File: src/qte_pkg.sv
// Shared types, constants and arithmetic helpers for the quaternion to Euler angle converter.
// Depends on nothing; every other file in src imports it.
package qte_pkg;

    // Width of the CORDIC x/y datapath and of the angle accumulator (Q16 degrees).
    localparam int CW = 37;
    localparam int ZW = 27;
    localparam int ATAN_LEN = 24;

    typedef logic signed [CW-1:0] cord_val_t;
    typedef logic signed [ZW-1:0] ang_t;

    typedef struct packed {
        logic signed [15:0] quat_w;
        logic signed [15:0] quat_x;
        logic signed [15:0] quat_y;
        logic signed [15:0] quat_z;
    } quat_in_t;

    typedef struct packed {
        logic signed [14:0] yaw_deg;
        logic signed [15:0] pitch_deg;
        logic signed [15:0] roll_deg;
        logic [1:0]         status;
    } euler_out_t;

    typedef struct packed {
        cord_val_t x;
        cord_val_t y;
        ang_t      z;
        logic      org;
    } lane_t;

    typedef struct packed {
        logic zero;
        logic sat;
        logic neg;
    } flags_t;

    typedef struct packed {
        flags_t      flags;
        logic [30:0] mp;
        lane_t       pitch;
        lane_t       roll;
    } sq_side_t;

    typedef struct packed {
        flags_t flags;
        lane_t  yaw;
        lane_t  pitch;
        lane_t  roll;
    } cord_t;

    localparam logic [1:0] STATUS_OK   = 2'd0;
    localparam logic [1:0] STATUS_ZERO = 2'd1;
    localparam logic [1:0] STATUS_SAT  = 2'd2;

    localparam ang_t HALF_TURN    = 27'sd11796480;
    localparam ang_t QUARTER_TURN = 27'sd5898240;

    // atan(2^-i) in degrees, Q16.
    function automatic ang_t atan_q16(input int i);
        ang_t r;
        unique case (i)
            0:  r = 27'sd2949120;
            1:  r = 27'sd1740967;
            2:  r = 27'sd919879;
            3:  r = 27'sd466945;
            4:  r = 27'sd234379;
            5:  r = 27'sd117304;
            6:  r = 27'sd58666;
            7:  r = 27'sd29335;
            8:  r = 27'sd14668;
            9:  r = 27'sd7334;
            10: r = 27'sd3667;
            11: r = 27'sd1833;
            12: r = 27'sd917;
            13: r = 27'sd458;
            14: r = 27'sd229;
            15: r = 27'sd115;
            16: r = 27'sd57;
            17: r = 27'sd29;
            18: r = 27'sd14;
            19: r = 27'sd7;
            20: r = 27'sd4;
            21: r = 27'sd2;
            22: r = 27'sd1;
            default: r = 27'sd0;
        endcase
        return r;
    endfunction

    // One vectoring micro-rotation, driving y towards zero.
    function automatic lane_t cordic_step(input lane_t l, input int i);
        lane_t     r;
        cord_val_t dx;
        cord_val_t dy;
        dx = l.y >>> i;
        dy = l.x >>> i;
        r  = l;
        if (!l.y[CW-1]) begin
            r.x = l.x + dx;
            r.y = l.y - dy;
            r.z = l.z + atan_q16(i);
        end else begin
            r.x = l.x - dx;
            r.y = l.y + dy;
            r.z = l.z - atan_q16(i);
        end
        return r;
    endfunction

endpackage

File: src/qte_back.sv
// Output stage: sign, saturation and zero handling, rounding to Q7 degrees and clamping.
// Depends on qte_pkg.
module qte_back import qte_pkg::*; (
    input  logic       aclk,
    input  logic       aresetn,
    input  logic       s_valid,
    output logic       s_ready,
    input  cord_t      s_data,
    output logic       m_valid,
    input  logic       m_ready,
    output euler_out_t m_data
);

    localparam logic signed [19:0] YAW_LIM = 20'sd11520;
    localparam logic signed [19:0] ATAN_LIM = 20'sd23040;

    // Round half up to Q7 and clamp symmetrically.
    function automatic logic signed [19:0] to_q7(input logic signed [27:0] a,
                                                 input logic signed [19:0] lim);
        logic signed [28:0] t;
        logic signed [19:0] r;
        t = $signed({a[27], a}) + 29'sd256;
        r = t[28:9];
        if (r > lim) begin
            r = lim;
        end else if (r < -lim) begin
            r = -lim;
        end
        return r;
    endfunction

    logic               valid_reg;
    euler_out_t         data_reg;
    euler_out_t         data_next;
    logic signed [27:0] yaw_a, yaw_s, pitch_a, roll_a;
    logic signed [19:0] yaw_q, pitch_q, roll_q;

    always_comb begin
        yaw_a   = s_data.flags.sat ? {QUARTER_TURN[ZW-1], QUARTER_TURN}
                                   : {s_data.yaw.z[ZW-1], s_data.yaw.z};
        yaw_s   = s_data.flags.neg ? -yaw_a : yaw_a;
        pitch_a = s_data.pitch.org ? 28'sd0 : {s_data.pitch.z[ZW-1], s_data.pitch.z};
        roll_a  = s_data.roll.org ? 28'sd0 : {s_data.roll.z[ZW-1], s_data.roll.z};
        yaw_q   = to_q7(yaw_s, YAW_LIM);
        pitch_q = to_q7(pitch_a, ATAN_LIM);
        roll_q  = to_q7(roll_a, ATAN_LIM);
        if (s_data.flags.zero) begin
            data_next.yaw_deg   = '0;
            data_next.pitch_deg = '0;
            data_next.roll_deg  = '0;
            data_next.status    = STATUS_ZERO;
        end else begin
            data_next.yaw_deg   = yaw_q[14:0];
            data_next.pitch_deg = pitch_q[15:0];
            data_next.roll_deg  = roll_q[15:0];
            data_next.status    = s_data.flags.sat ? STATUS_SAT : STATUS_OK;
        end
    end

    assign s_ready = !valid_reg || m_ready;

    always_ff @(posedge aclk) begin
        if (!aresetn) begin
            valid_reg <= 1'b0;
        end else if (s_ready) begin
            valid_reg <= s_valid;
        end
    end

    always_ff @(posedge aclk) begin
        if (s_ready) begin
            data_reg <= data_next;
        end
    end

    assign m_valid = valid_reg;
    assign m_data  = data_reg;

endmodule

File: config.mk
export PLATFORM = sky130hd
export DESIGN_NAME = qte_back
export DESIGN_NICKNAME = d
export VERILOG_FILES = /design/src/qte_pkg.sv /design/src/qte_back.sv
export SDC_FILE = /design/constraint.sdc
export NUM_CORES = 1
export LEC_CHECK = 0
export ABC_AREA = 1
export BUFFER_PORTS_ARGS = -buffer_cell sky130_fd_sc_hd__clkbuf_2
export CELL_PAD_IN_SITES_DETAIL_PLACEMENT = 0
export CELL_PAD_IN_SITES_GLOBAL_PLACEMENT = 1
export CORE_AREA = 2 2 198 103
export DETAILED_ROUTE_END_ITERATION = 6
export DIE_AREA = 0 0 200 105
export GPL_ROUTABILITY_DRIVEN = 1
export HOLD_SLACK_MARGIN = 0.05
export PLACE_DENSITY_LB_ADDON = 0.3
export SLEW_MARGIN = 20
export SYNTH_ARGS = -nofsm -noshare
export SYNTH_HDL_FRONTEND = slang
export SYNTH_SLANG_ARGS = --single-unit
export TNS_END_PERCENT = 10
File: constraint.sdc
create_clock -name aclk -period 3.95 [get_ports aclk]
set_clock_uncertainty 0.05 [all_clocks]
set_input_delay 0.395 -clock aclk [delete_from_list [all_inputs] [get_ports aclk]]
set_output_delay 0.395 -clock aclk [all_outputs]
set_load 0.01 [all_outputs]
==> results of run 1 <==
[routing by layer]
| layer | up-vias | GRT usage | share of wire |
|---|---|---|---|
| met5 | - | 0 | 0 |
| li1 | 2646 | - | - |
| met2 | 110 | 0.171 | 0.33 |
| met1 | 2224 | 0.275 | 0.62 |
| met3 | 2 | 0.0223 | 0.051 |
| met4 | 0 | 0.0127 | 0.0018 |
[worst reg2reg max path, stage by stage, from the launching register on]
cell and delay, ps:
dfxtp_1 320, nand2_2 460, buf_4 490
[area by class of cell]
class | instances | area (um2)
inverter | 125 | 474
tap | 266 | 333
clock buffer | 5 | 125
sequential | 50 | 1490
fill | 2145 | 13000
multi-input combinational | 565 | 3050
clock inverter | 3 | 43.8
timing repair buffer | 130 | 666
[kinds of logic after synthesis]
group,share of synthesized area
xor gates and xnor gates,0.0481
DFF,0.293
adders and majority gates,0.00736
buffers and inverters,0.109
AOI/OAI and AO/OA,0.0751
and+or+nand+nor,0.467
[final timing paths]
check / startpoint / endpoint / slack [ps] / depth (start not counted)
worst min register to register: m_valid / m_data[11] / 960 / 1
worst min-delay path: aresetn / m_valid / 310 / 2
worst max register to register: m_valid / m_data[14] / 2290 / 2
worst max-delay path: s_data[102] / m_data[20] / 800 / 18
[cells in the final DEF, fill, tap and decap left out, types with 15 or more instances in the layout]
| cell type | synthesis | final |
|---|---|---|
| nand2_2 | 38 | 39 |
| clkbuf_2 | 0 | 124 |
| nand4_1 | 18 | 18 |
| xor2_1 | 22 | 22 |
| nor2_2 | 22 | 22 |
| inv_1 | 108 | 108 |
| nor2_1 | 111 | 111 |
| edfxtp_1 | 49 | 49 |
| nand3_1 | 59 | 59 |
| o21ai_0 | 15 | 15 |
| nand2_1 | 173 | 172 |
| a21oi_1 | 16 | 16 |
[sequential cells by signal, indices dropped and copies added (netlist names)]
register,flops
m_data,49
m_valid,1
[stage by stage]
step                instance area, um2  hold WS, ps  utilization
finish                            6180          306        0.323
global route                      6180          302        0.323
CTS                               6180          300        0.323
detailed placement                6020          610        0.314
global placement                  6020          588        0.314
floorplan                         5100          444            -
[cells in the mapped netlist, drive strengths merged]
cell / count / area [um2]
or2: 1 / 6.26
o21ai: 32 / 209
o21bai: 6 / 48.8
xor2: 22 / 193
nor3b: 2 / 20.0
nand3b: 3 / 22.5
nand3: 70 / 428
edfxtp: 49 / 1470
a31o: 1 / 8.76
buf: 8 / 72.6
clkbuf: 3 / 11.3
a31oi: 2 / 12.5
nor2: 144 / 687
o2111ai: 1 / 8.76
and2: 1 / 6.26
nand4: 18 / 113
inv: 119 / 452
clkinv: 6 / 22.5
xnor2: 6 / 52.6
a21o: 1 / 7.51
nor4: 3 / 25.0
nor3: 10 / 65.1
dfxtp: 1 / 20.0
ha: 3 / 37.5
a21boi: 1 / 7.51
a21oi: 16 / 80.1
nand2: 222 / 1010
[power groups by stage]
stage	sequential, mW	clock [mW]	combinational [mW]
global placement	0.662	0	0.501
global route	0.653	0.545	0.563
detailed placement	0.660	0	0.502
floorplan	0.680	0	0.308
finish	0.648	0.509	0.500
CTS	0.649	0.523	0.504
==> flow_summary.toml, run 1 <==
[route]
viasPerCell = 4.35
wl_per_cell_um = 13.5
postRouteAntennaNets = 0
num_vias = 4982
drc = 0
wl_um = 15400
drt-pass1-iter-count = 5
initialDrtViolationCount = 391

[finish]
final_cells = 1144
diodes = 0
area.growth.synth_to_final_pct = 21.3
drive_gt1_frac = 0.297
fin_nets = 1193

[power]
p_seq_frac = 0.391
peakVddDrop_uv = 173
p_clk_frac = 0.307
p_int_mw = 1.10
p_leak_nw = 3.07
pwr_density_cell_nw_per_um2 = 268
p_comb_frac = 0.302
swShare = 0.339
p_sw_mw = 0.561
p_total_mw = 1.66

[clock_tree]
clk_pin_slew_ps = 80
clkLatencyLatePin_ps = 280
ctsHoldBuffers = 0
cts_root_buf = "clkbuf_16"
numCtsBuffers = 5
clk_path_buf_depth = 2
cts_sinks = 50
cts_setup_buffers = 0
cts_tree = "yes"
htree_num_levels = 2
cts_resized = 0

[timing]
worst_pin_slew_ps = 605
tns_ps = 0
maxSlewViolCount = 0
fmaxAchievable_mhz = 317
hold_viol = 0
min_period_ps = 3150
fin_crit_sh = 0.798
grt_setup_unrepaired = "false"
setup_violations = 0
maxSlewHeadroom = 0.595
worst_slack_ps = 796

[floorplan]
initial_core_util = 0.266
die-width_um = 200
rows = 36
core-area_um2 = 19100
dieHeight_um = 105
io_pins = 364
die-area_um2 = 21000

[synthesis]
synth.distinct_cells = 46
synth_seq_cells = 50
syn_inst = 751
syn_nets = 1067
syn_avg_cell_area_um2 = 6.79
ys_warn_count = 0
ys_seq_area_frac = 0.293
netlist_area_um2 = 5100

[place]
pre_cts_ws_ps = 494
gp_congestion = 0.806
io_buffers = 124
dpl.hpwl_um = 13200
dpl.cell_count = 1136

[global_route]
grtUsageTotal = 0.150
antenna_found_initial = 0
grt_pass1_wl_um = 24800
grt-ovfl-total = 0
grt_pass1_vias = 4484
grt_max_degree = 35

[run]
drv_cap = 0

[worst_setup_path]
end_kind = "register"
cpMostUsedCell = "nor2_1"
cp.arrival_ps = 3160
slowest_delay_ps = 340
worstPathCellList = "clkbuf_2 > nor2_1 > ha_1 > inv_1 > nor3_2 > nand2_2 > nor2_1 > nand3_1 > nor2_1 > nand4_1 > xor2_1 > nand2_1 > nor2_1 > nand3_1 > nand2_1 > nand3_2 > nand3_2 > nor2_1"
crit_fanout = 12
crit_type = "in2reg"
worstSetupStartpointType = "input pin"
cp_top_family = "simple AND/OR/NAND/NOR gates"
critPathSlowestCell = "xor2_1"
worst_ep_required_time_ps = 3960
critPathBufInv = 2

[status]
status = "complete, no violations"

[worst_hold_path]
hp-class = "in2reg"
Power figures use the tool's default switching activity.
==> run 2: changes to the inputs <==
--- a/config.mk
+++ b/config.mk
@@ -9,9 +9,9 @@
 export BUFFER_PORTS_ARGS = -buffer_cell sky130_fd_sc_hd__clkbuf_2
 export CELL_PAD_IN_SITES_DETAIL_PLACEMENT = 0
 export CELL_PAD_IN_SITES_GLOBAL_PLACEMENT = 1
-export CORE_AREA = 2 2 198 103
+export CORE_AREA = 2 2 205 106
 export DETAILED_ROUTE_END_ITERATION = 6
-export DIE_AREA = 0 0 200 105
+export DIE_AREA = 0 0 207 108
 export GPL_ROUTABILITY_DRIVEN = 1
 export HOLD_SLACK_MARGIN = 0.05
 export PLACE_DENSITY_LB_ADDON = 0.3
==> constraint.sdc (replaced) <==
create_clock -name aclk -period 2.65 [get_ports aclk]
set_clock_uncertainty 0.05 [all_clocks]
set_input_delay 0.265 -clock aclk [delete_from_list [all_inputs] [get_ports aclk]]
set_output_delay 0.265 -clock aclk [all_outputs]
set_load 0.01 [all_outputs]
==> run 2 against run 1 <==
Net effect: final cell count is 14% higher; critical path depth is 1 higher; core utilization is 6.9 points higher; register-to-register slack worse by 920 ps; hold slack worse by 150 ps; combinational power is 100% higher; non-clock buffer count is 152 higher; clock power is 44% higher; first-iteration DRC count is 54% lower; wire length is 3.3% lower; sequential power is 49% higher; critical endpoint is now m_data[21].
==> flow_summary.toml, run 2 (synthesis results as in run 1) <==
[run]
drv_cap = 0

[finish]
multi_input_area_um2 = 3590
seq_area_um2 = 1490
mostFrequentLayoutCell = "buf_4"
final_cell_mix = "buf_4, nand2_1, clkbuf_2, inv_1, nor2_1"
largest_reg_flops = 49
stdcell_area_um2 = 7980
area.growth.synth_to_final_pct = 56.4
drive_gt1_frac = 0.497
fin_nets = 1348
final_cells = 1306
nFillCells = 2204
diodes = 0

[power]
pwr_density_cell_nw_per_um2 = 341
swShare = 0.318
p_int_mw = 1.86
p_total_mw = 2.72
p_seq_frac = 0.355
p_sw_mw = 0.865
peakVddDrop_uv = 237
p_comb_frac = 0.376
p_leak_nw = 3.93
p_clk_frac = 0.269

[timing]
setup_violations = 0
maxSlewViolCount = 0
worst_pin_slew_ps = 742
grt_setup_unrepaired = "true"
fmaxAchievable_mhz = 400
maxSlewHeadroom = 0.502
fin_crit_sh = 0.944
min_period_ps = 2500
worst_slack_ps = 148
hold_slack_ps = 152
hold_viol = 0

[clock_tree]
cts_root_buf = "clkbuf_16"
cts_tree = "yes"
numCtsBuffers = 5
clkLatencyLatePin_ps = 290
clk_pin_slew_ps = 60
htree_num_levels = 2
cts_sinks = 50
clk_path_buf_depth = 2
ctsHoldBuffers = 0

[floorplan]
die-width_um = 207
initial_core_util = 0.250
rows = 37
io_pins = 364
die-area_um2 = 22400
dieHeight_um = 108
core-area_um2 = 20400

[route]
num_vias = 5491
postRouteAntennaNets = 0
drc = 0
wl_per_cell_um = 11.4
viasPerCell = 4.20
initialDrtViolationCount = 181
met1_length_um = 7230
wl_um = 14900
dr.max_layer_used = "met4"
dr_wl_met2_um = 7050
wl_met3_um = 474
drt-pass1-iter-count = 5

[place]
placed_area_um2 = 7130
dpl.hpwl_um = 12400
dpl.cell_count = 1283
pre_cts_ws_ps = -255
gp_congestion = 0.803
io_buffers = 124

[global_route]
grt_pass1_vias = 5042
grt_max_degree = 28
antenna_found_initial = 0
grtUsageTotal = 0.127
grt-ovfl-total = 0
grt_pass1_wl_um = 23300

[worst_setup_path]
cp.arrival_ps = 2490
worst_ep_required_time_ps = 2640
crit_fanout = 6
crit_type = "in2reg"
end_kind = "register"
worstSetupStartpointType = "input pin"

[worst_hold_path]
hp-class = "in2reg"

[status]
status = "complete, no violations"
-- run 2: per-layer routing --
layer / GRT usage / vias up
met2: 0.212 / 72
met5: 0 / -
li1: - / 2961
met3: 0.0218 / 10
met4: 0.0265 / 0
met1: 0.173 / 2448
-- run 2: final cells by class --
| type | count | area share |
|---|---|---|
| Timing Repair inverter | 1 | 0.000784 |
| Multi-Input combinational cell | 567 | 0.451 |
| Inverter | 125 | 0.0601 |
| Tap cell | 273 | 0.0428 |
| Timing Repair Buffer | 282 | 0.237 |
| Clock inverter | 1 | 0.00376 |
| Sequential cell | 50 | 0.187 |
| Clock buffer | 7 | 0.0179 |
-- run 2: power groups by stage --
stage                     sequential, mW  combinational (mW)  clock, mW
after floorplan                     1.01               0.468          0
after global placement             0.982               0.903          0
after detailed placement           0.984               0.910          0
after CTS                          0.967               0.912      0.764
after global routing               0.971                1.14      0.798
final                              0.966                1.02      0.733
-- run 2: worst paths after layout --
| check | depth (start not counted) | slack [ps] | startpoint | to |
|---|---|---|---|---|
| worst max-delay path | 19 | 150 | s_data[102] | m_data[21] |
| worst min-delay path | 3 | 150 | s_valid | m_valid |
| worst max register to register | 2 | 1370 | m_valid | m_data[35] |
| worst min register to register | 1 | 610 | m_valid | m_data[7] |
-- run 2: worst max-delay path, stage by stage --
cell	delay, ps
buf_12	110
nor2_4	110
ha_4	150
inv_4	40
nor3_4	190
nand2_2	80
nor2_2	100
nand3_2	110
nor2_4	120
nand4_1	180
buf_4	200
o21bai_4	140
nand3_2	100
inv_2	80
nand3_2	70
nand2_2	80
nand3_4	160
nand3_4	160
nor2_2	50
-- run 2: through the flow --
step	TNS, ps	util
3_3_place_gp	-8010	0.350
2_1_floorplan	-405	-
6_report	0	0.392
5_1_grt	-365	0.392
4_1_cts	0	0.358
3_5_place_dp	-8380	0.350
-- run 2: timing repair --
item | CTS | global route
resized for setup | 0 | 158
endpoints found under the setup margin | 0 | 47
setup buffers | 0 | 12
